`config.mk`:
```
export PLATFORM = sky130hd
export DESIGN_NAME = min_makespan_job_assignment_top
export DESIGN_NICKNAME = d
export VERILOG_FILES = /design/src/hdl/mmja_pkg.sv /design/src/hdl/mmja_ctrl.sv /design/src/hdl/mmja_dp.sv /design/src/hdl/min_makespan_job_assignment_top.sv
export VERILOG_INCLUDE_DIRS = /design/src /design/src/hdl
export SDC_FILE = /design/constraint.sdc
export NUM_CORES = 2
export LEC_CHECK = 0
export BUFFER_PORTS_ARGS = -buffer_cell sky130_fd_sc_hd__buf_2
export CAP_MARGIN = 20
export CORE_ASPECT_RATIO = 1.4
export CORE_MARGIN = 3
export CORE_UTILIZATION = 45
export CTS_BUF_LIST = sky130_fd_sc_hd__clkbuf_16
export CTS_CLUSTER_SIZE = 8
export DETAILED_ROUTE_END_ITERATION = 8
export HOLD_SLACK_MARGIN = 0.02
export PLACE_DENSITY = 0.68
export SYNTH_ARGS = -nofsm -noshare
export SYNTH_HDL_FRONTEND = slang
export SYNTH_SLANG_ARGS = --single-unit
```
`constraint.sdc`:
```
create_clock -name clock -period 19.97 [get_ports clock]
set_clock_uncertainty 0.1 [all_clocks]
set_input_delay 0 -clock clock [delete_from_list [all_inputs] [get_ports clock]]
set_output_delay 0 -clock clock [all_outputs]
set_load 0.05 [all_outputs]
```
`src/hdl/min_makespan_job_assignment_top_defines.svh`:
```
// Assertion macros for the min-makespan job assignment block.
// Used by the top level only; no other dependencies.
`ifndef MIN_MAKESPAN_JOB_ASSIGNMENT_TOP_DEFINES_SVH
`define MIN_MAKESPAN_JOB_ASSIGNMENT_TOP_DEFINES_SVH
`ifndef SYNTHESIS
`define MMJA_ASSERT_IMPL(label, clk, rst, ante, cons) \
   label: assert property (@(posedge clk) disable iff (rst) (ante) |-> (cons)) \
      else $error("assertion failed");
`define MMJA_ASSERT_NEXT(label, clk, rst, ante, cons) \
   label: assert property (@(posedge clk) disable iff (rst) (ante) |=> (cons)) \
      else $error("assertion failed");
`else
`define MMJA_ASSERT_IMPL(label, clk, rst, ante, cons)
`define MMJA_ASSERT_NEXT(label, clk, rst, ante, cons)
`endif
`endif

```
`src/hdl/mmja_pkg.sv`:
```
// Package for the min-makespan job assignment block: sizes and command types.
// No dependencies.
`default_nettype none
package mmja_pkg;
   localparam int MaxJobs    = 16;
   localparam int MaxWorkers = 16;
   localparam int JobBits    = 24;
   localparam int OutBits    = 28;

   typedef enum logic [2:0] {
      CMD_NONE,
      CMD_LOAD,
      CMD_SORT,
      CMD_INIT,
      CMD_STEP,
      CMD_EMIT
   } cmd_type;

   typedef struct packed {
      logic sort_done;
      logic search_done;
   } status_type;
endpackage
`default_nettype wire

```
`src/hdl/mmja_ctrl.sv`:
```
// Controller for the min-makespan job assignment block.
// Depends on mmja_pkg.
`default_nettype none
module mmja_ctrl (
   input  wire logic              clock,
   input  wire logic              reset,
   input  wire logic              req_valid,
   input  wire logic              req_last_job,
   output logic                   req_stall,
   output logic                   rsp_valid,
   input  wire logic              rsp_stall,
   input  wire mmja_pkg::status_type status,
   output mmja_pkg::cmd_type      cmd
);
   typedef enum logic [2:0] {S_LOAD, S_SORT, S_INIT, S_SEARCH, S_OUT} state_type;
   state_type state_ff;
   logic      rsp_valid_ff;
   logic      emit;

   // A new batch may load while the previous result still waits.
   assign req_stall = !(state_ff == S_LOAD);
   assign rsp_valid = rsp_valid_ff;

   // The result register is loaded only once the previous result has left.
   assign emit = (state_ff == S_OUT) && (!rsp_valid_ff || !rsp_stall);

   always_comb begin
      unique case (state_ff)
         S_LOAD:   cmd = (req_valid) ? mmja_pkg::CMD_LOAD : mmja_pkg::CMD_NONE;
         S_SORT:   cmd = mmja_pkg::CMD_SORT;
         S_INIT:   cmd = mmja_pkg::CMD_INIT;
         S_SEARCH: cmd = mmja_pkg::CMD_STEP;
         default:  cmd = (emit) ? mmja_pkg::CMD_EMIT : mmja_pkg::CMD_NONE;
      endcase
   end

   always_ff @(posedge clock) begin
      if (reset) begin
         state_ff     <= S_LOAD;
         rsp_valid_ff <= 1'b0;
      end else begin
         rsp_valid_ff <= emit || (rsp_valid_ff && rsp_stall);
         unique case (state_ff)
            S_LOAD:   if (req_valid && req_last_job) state_ff <= S_SORT;
            S_SORT:   if (status.sort_done) state_ff <= S_INIT;
            S_INIT:   state_ff <= S_SEARCH;
            S_SEARCH: if (status.search_done) state_ff <= S_OUT;
            default:  if (emit) state_ff <= S_LOAD;
         endcase
      end
   end
endmodule
`default_nettype wire

```
`src/hdl/mmja_dp.sv`:
```
// Datapath for the min-makespan job assignment block: job store, sort, search.
// Depends on mmja_pkg.
`default_nettype none
module mmja_dp #(
   parameter int MAX_JOBS    = mmja_pkg::MaxJobs,
   parameter int MAX_WORKERS = mmja_pkg::MaxWorkers,
   parameter int JOB_BITS    = mmja_pkg::JobBits
) (
   input  wire logic                        clock,
   input  wire logic                        reset,
   input  wire mmja_pkg::cmd_type           cmd,
   input  wire logic [JOB_BITS-1:0]         job_in,
   input  wire logic [4:0]                  workers,
   output mmja_pkg::status_type             status,
   output logic [mmja_pkg::OutBits-1:0]     result,
   output logic                             overflow
);
   localparam int JW = $clog2(MAX_JOBS + 1);
   localparam int JI = (MAX_JOBS > 1) ? $clog2(MAX_JOBS) : 1;
   localparam int WW = $clog2(MAX_WORKERS + 1);
   localparam int WI = (MAX_WORKERS > 1) ? $clog2(MAX_WORKERS) : 1;
   localparam int LW = JOB_BITS + JW;
   localparam int OB = mmja_pkg::OutBits;

   logic [JOB_BITS-1:0] jobs_ff [MAX_JOBS];
   logic [LW-1:0]       loads_ff [MAX_WORKERS];
   logic [WW-1:0]       choice_ff [MAX_JOBS];
   logic [WW-1:0]       used_ff [MAX_JOBS+1];
   logic [LW-1:0]       max_ff [MAX_JOBS+1];
   logic [JW-1:0]       count_ff, depth_ff, pass_ff;
   logic [LW:0]         best_ff;
   logic                enter_ff, ovf_ff, done_ff, sdone_ff;
   logic [OB-1:0]       result_ff;
   logic                overflow_ff;
   logic [WW-1:0]       wcnt;

   always_comb begin
      if (workers == 5'd0) wcnt = WW'(1);
      else if (32'(workers) > MAX_WORKERS) wcnt = WW'(MAX_WORKERS);
      else wcnt = WW'(workers);
   end

   // Search step decode.
   logic [JI-1:0]       di;
   logic                at_leaf, cut, retreat, same_n, done_in;
   logic [WW:0]         cnext;
   logic [JI-1:0]       bi;
   logic [WW-1:0]       bc, bu;
   logic [WI-1:0]       bwk, fwk;
   logic [LW-1:0]       fload;
   always_comb begin
      di      = JI'(depth_ff);
      at_leaf = (depth_ff == count_ff);
      cut     = ({1'b0, max_ff[depth_ff]} >= best_ff) || at_leaf;
      if (enter_ff) cnext = '0;
      else cnext = {1'b0, choice_ff[di]} + 1'b1;
      if (cnext == '0 && used_ff[depth_ff] >= wcnt) cnext = (WW+1)'(1);
      retreat = enter_ff ? cut : 1'b0;
      if (!retreat && cnext > {1'b0, used_ff[depth_ff]}) retreat = 1'b1;
      bi  = JI'(depth_ff - 1'b1);
      bc  = choice_ff[bi];
      bu  = used_ff[bi];
      bwk = (bc == '0) ? WI'(bu) : WI'(bc - 1'b1);
      fwk = (cnext == '0) ? WI'(used_ff[depth_ff]) : WI'(cnext - 1'b1);
      fload = loads_ff[fwk] + LW'(jobs_ff[di]);
      same_n = (32'(count_ff) == 32'(wcnt));
      done_in = 1'b0;
      if (cmd == mmja_pkg::CMD_INIT) done_in = same_n;
      else if (cmd == mmja_pkg::CMD_STEP) done_in = !done_ff && retreat && depth_ff == '0;
   end

   assign status.sort_done   = sdone_ff;
   assign status.search_done = done_ff;
   assign result   = result_ff;
   assign overflow = overflow_ff;

   always_ff @(posedge clock) begin
      if (reset) begin
         count_ff <= '0; ovf_ff <= 1'b0; done_ff <= 1'b0; sdone_ff <= 1'b0;
         pass_ff <= '0; depth_ff <= '0; enter_ff <= 1'b1;
         best_ff <= '1;
      end else begin
         done_ff  <= done_in;
         sdone_ff <= (cmd == mmja_pkg::CMD_SORT) && (pass_ff >= count_ff);
         unique case (cmd)
            mmja_pkg::CMD_LOAD: begin
               if (32'(count_ff) < MAX_JOBS) begin
                  jobs_ff[JI'(count_ff)] <= job_in;
                  count_ff <= count_ff + 1'b1;
               end else begin
                  ovf_ff <= 1'b1;
               end
               pass_ff <= '0;
            end
            // One odd-even transposition pass per cycle, descending order.
            mmja_pkg::CMD_SORT: begin
               for (int k = 0; k + 1 < MAX_JOBS; k++) begin
                  if ((k % 2) == int'(pass_ff[0]) && (k + 1) < int'(count_ff)
                      && jobs_ff[k] < jobs_ff[k+1]) begin
                     jobs_ff[k]   <= jobs_ff[k+1];
                     jobs_ff[k+1] <= jobs_ff[k];
                  end
               end
               pass_ff <= pass_ff + 1'b1;
            end
            mmja_pkg::CMD_INIT: begin
               for (int k = 0; k < MAX_WORKERS; k++) loads_ff[k] <= '0;
               used_ff[0] <= '0; max_ff[0] <= '0;
               depth_ff <= '0; enter_ff <= 1'b1;
               // With one job per worker the answer is the largest job.
               best_ff <= same_n ? (LW+1)'(jobs_ff[0]) : '1;
            end
            mmja_pkg::CMD_STEP: begin
               if (done_ff) begin
               end else if (retreat) begin
                  if (enter_ff && at_leaf && {1'b0, max_ff[depth_ff]} < best_ff)
                     best_ff <= {1'b0, max_ff[depth_ff]};
                  if (depth_ff != '0) begin
                     loads_ff[bwk] <= loads_ff[bwk] - LW'(jobs_ff[bi]);
                     depth_ff <= depth_ff - 1'b1;
                     enter_ff <= 1'b0;
                  end
               end else begin
                  choice_ff[di] <= WW'(cnext);
                  loads_ff[fwk] <= fload;
                  used_ff[depth_ff+1'b1] <= (cnext == '0) ?
                     used_ff[depth_ff] + 1'b1 : used_ff[depth_ff];
                  max_ff[depth_ff+1'b1] <= (fload > max_ff[depth_ff]) ?
                     fload : max_ff[depth_ff];
                  depth_ff <= depth_ff + 1'b1;
                  enter_ff <= 1'b1;
               end
            end
            mmja_pkg::CMD_EMIT: begin
               result_ff   <= (best_ff > (LW+1)'({OB{1'b1}})) ? '1 : OB'(best_ff);
               overflow_ff <= ovf_ff;
               count_ff    <= '0;
               ovf_ff      <= 1'b0;
               depth_ff    <= '0;
            end
            default: ;
         endcase
      end
   end
endmodule
`default_nettype wire

```
`src/hdl/min_makespan_job_assignment_top.sv`:
```
// Min-makespan job assignment: loads one job per cycle while not stalled.
// After the last job transfer the odd-even sort runs, then setup, then the search, whose
// length depends on the tree steps taken, so latency is data dependent.
// The result register loads once the previous result has left; the
// input stalls from the last job transfer until then.
// Synchronous active-high reset clears the job count, flags and worker_count to 1.
`default_nettype none
`include "min_makespan_job_assignment_top_defines.svh"
module min_makespan_job_assignment_top #(
   parameter int MAX_JOBS    = mmja_pkg::MaxJobs,
   parameter int MAX_WORKERS = mmja_pkg::MaxWorkers,
   parameter int JOB_BITS    = mmja_pkg::JobBits
) (
   input  wire logic                    clock,
   input  wire logic                    reset,
   input  wire logic                    csr_write,
   input  wire logic [4:0]              csr_worker_count,
   input  wire logic                    req_valid,
   output logic                         req_stall,
   input  wire logic [JOB_BITS-1:0]     req_job_time,
   input  wire logic                    req_last_job,
   output logic                         rsp_valid,
   input  wire logic                    rsp_stall,
   output logic [mmja_pkg::OutBits-1:0] rsp_min_makespan,
   output logic                         rsp_too_many_jobs
);
   logic [4:0]           workers_ff;
   mmja_pkg::cmd_type    cmd;
   mmja_pkg::status_type status;

   always_ff @(posedge clock) begin
      if (reset) workers_ff <= 5'd1;
      else if (csr_write) workers_ff <= csr_worker_count;
   end

   mmja_ctrl u_ctrl (
      .clock, .reset, .req_valid, .req_last_job, .req_stall,
      .rsp_valid, .rsp_stall, .status, .cmd
   );

   mmja_dp #(.MAX_JOBS(MAX_JOBS), .MAX_WORKERS(MAX_WORKERS), .JOB_BITS(JOB_BITS)) u_dp (
      .clock, .reset, .cmd, .job_in(req_job_time), .workers(workers_ff),
      .status, .result(rsp_min_makespan), .overflow(rsp_too_many_jobs)
   );

   `MMJA_ASSERT_IMPL(a_no_load_in_search, clock, reset,
      status.search_done, cmd != mmja_pkg::CMD_LOAD)
   `MMJA_ASSERT_NEXT(a_last_stalls, clock, reset,
      req_valid && !req_stall && req_last_job, req_stall)
endmodule
`default_nettype wire
```
==> flow_summary.ini <==
[critical_path]
required_ns = 20.37
worst_path_dominant_cell_family = compound AO/OA/AOI/OAI gates
startpoint_type = register
crit_fanout = 154
path_common_cell = a21o_1
cpMaxStageDelayCell = dfxtp_4
endpoint_kind = register
cp_slowest_stage_delay_ns = 0.93
critPathArrivalTime_ns = 16.38
path_class = reg2reg
path_buf_inv = 6

[die]
rows = 198
core_area_um2 = 208000
chipHeight_um = 548
ios = 66
die_x_um = 393
die-area_um2 = 216000
initial_core_util_pct = 45.4

[clock_network]
cts_made_buffers = 225
clock-sinks = 1598
cts_htree_levels = 4
clock_path_buffers = 4
cts_root_buffer = clkbuf_16
cts_tree = built
clk_latency_ns = 0.92
clk_pin_slew_ns = 0.05

[logic_synthesis]
yosysWarnings = 0
syn_nets = 8730
yosys-top-cells-area = edfxtp_1 49%, mux4_2 11%, ha_1 6.4%
mappedNetlistArea_um2 = 94500
ys_types = 99
postSynth.asyncResetShare_pct = 0
yosys_most_used_dff = edfxtp_1
synth_seq_cells = 1598
yosys.area.top_type = edfxtp_1
synth_edf_count = 1535
synth_cells = 8213
yosysTopAreaCellShare_pct = 48.8
syn_avg_cell_area_um2 = 11.5
seq_area_frac_synth_pct = 50.1

[finish]
design_area_um2 = 105000
final_cell_mix = 1535 x edfxtp_1, 955 x nor2_1, 850 x nand2_1
drive_gt1_share_pct = 15.1
area_growth_pct = 11.3
layout_commonest_cell = edfxtp_1
n_fill_cell = 17600
nets = 8701
fin_cells = 11100

[route]
first_pass_iters = 9
drc = 0
first_iter_violations = 10400
finalWirelength_mm = 330
drt-vias-per-instance = 6.64
num_vias = 73600
post_drt_wl_per_cell_um = 29.7
antenna_left = 0

[placement]
hpwl_mm = 208
io_buffers = 65
post_dp_cell_area_um2 = 98400
dp_slack_ns = 4.60
routabilityCongestion = 0.990
place_inst = 10700

[timing]
fin_crit_sh_pct = 80.0
finalHoldViolCount = 0
setup_violations = 0
period_needed_ns = 15.98
maxSlewHeadroom_pct = 20.5
grt_setup_unrepaired = false
timing.hold.ws_ns = 0.0992
worst_slack_ns = 3.99
timing.fmax_ghz = 0.0626
slew_viol_final = 0
worstMarginPinSlew_ns = 1.19
fin_tns_setup_ns = 0

[hold_path]
hold_class = in2reg

[outcome]
status = complete, no violations

[global_route]
grt_use_total_pct = 29.6
grt.overflow.total = 0
grt_pass1_wl_mm = 478
grt_pass1_vias = 72100
antenna_found_initial = 12
grt_max_degree = 166

[power_and_ir_drop]
p_leak_nw = 40.0
power.density_nw_per_um2 = 77.8
ir_drop_mv = 0.0831

[job]
max_cap_viol_count = 0
report_power, final:
group          internal [mW]  switching [mW]  total, mW
Clock                   1.99            1.44       3.42
Sequential              3.67          0.0356       3.71
Combinational          0.335           0.718       1.05
Total                   5.99            2.19       8.18
synth_stat cells (17+ instances only):
cell	count
a31oi_1	82
nor2_1	975
o221ai_1	62
ha_1	480
dfxtp_1	63
a311oi_1	79
a21oi_1	210
o21a_1	47
nand4_1	58
buf_1	86
mux2_2	69
nand2b_1	58
xor2_1	21
a211o_1	32
o21ai_0	219
mux4_2	466
o211ai_1	141
nand3_1	299
o21ai_1	22
nor3b_1	21
xnor2_1	43
nor2b_1	61
a221o_1	59
mux2i_1	254
or3_1	69
o31ai_1	17
a21o_1	176
edfxtp_1	1535
o22ai_1	35
clkbuf_1	492
nand2_1	869
nor3_1	100
and3_1	71
and2_1	82
buf_2	23
a221oi_1	38
a211oi_1	78
inv_1	489
final timing paths:
| path | start | endpoint | slack [ns] | cells after the start |
|---|---|---|---|---|
| hold reg to reg | u_dp.ovf_ff$_SDFFE_PP0P_ | u_dp.overflow$_DFFE_PP_ | 0.37 | 0 |
| hold / removal | req_valid | u_dp.pass_ff[1]$_SDFFE_PP0P_ | 0.1 | 5 |
| setup reg to reg | register | u_dp.max_ff[8][27]$_DFFE_PP_ | 3.99 | 48 |
| setup / recovery | register | u_dp.max_ff[8][27]$_DFFE_PP_ | 3.99 | 48 |
tightest hold or removal path, delay by kind of cell:
family,cells,cell delay (ns)
buffers and inverters,2,0.70
AO/OA/AOI/OAI,1,0.06
AND/OR/NAND/NOR,2,0.20
cells by family after synthesis:
kind of cell | Yosys count | synth area share, %
AO/OA/AOI/OAI | 1446 | 10.9
adder cells (fa/ha/maj) | 482 | 6.40
flip-flops | 1598 | 50.1
XOR/XNOR | 66 | 0.627
AND/OR/NAND/NOR | 2724 | 12.8
buffers and inverters | 1103 | 4.49
multiplexers | 794 | 14.7
per-layer routing:
layer	GRT usage (%)	vias up	part of all wire, %
met5	0	-	0.019
met3	7.16	1321	11
met4	21.3	10	8.4
met1	35.5	36400	34
met2	46.8	5119	46
li1	-	30800	-
area by class of cell:
class | instances | area (µm²) | share of cell area (%)
Tap cell | 2800 | 3500 | 3.33
Clock buffer | 226 | 5660 | 5.38
Sequential cell | 1598 | 47400 | 45.0
Clock inverter | 90 | 410 | 0.390
Inverter | 491 | 1840 | 1.75
Multi-Input combinational cell | 5512 | 43600 | 41.5
Timing Repair Buffer | 356 | 2780 | 2.64
Antenna cell | 6 | 15.0 | 0.0143
registers in the layout, summed over array words and instances (netlist names), 3 cells and up, named ones only:
register,count
u_ctrl.state_ff,3
u_dp.best_ff,30
u_dp.choice_ff,80
u_dp.count_ff,5
u_dp.depth_ff,5
u_dp.jobs_ff,384
u_dp.loads_ff,464
u_dp.max_ff,493
u_dp.pass_ff,5
u_dp.result,28
u_dp.used_ff,85
workers_ff,5
stage by stage:
stage | power (mW) | utilization, %
global placement | 4.75 | 47.2
floorplan | 4.35 | -
CTS | 8.16 | 50.4
global route | 8.38 | 50.5
detailed placement | 4.77 | 47.2
finish | 8.18 | 50.5
repair_timing:
item	CTS	global route
buffers inserted	0	0
gates resized for setup	0	0
hold buffers	52	0
endpoints found under the hold margin	460	0
Note: power is estimated with default switching activity, not from simulation.
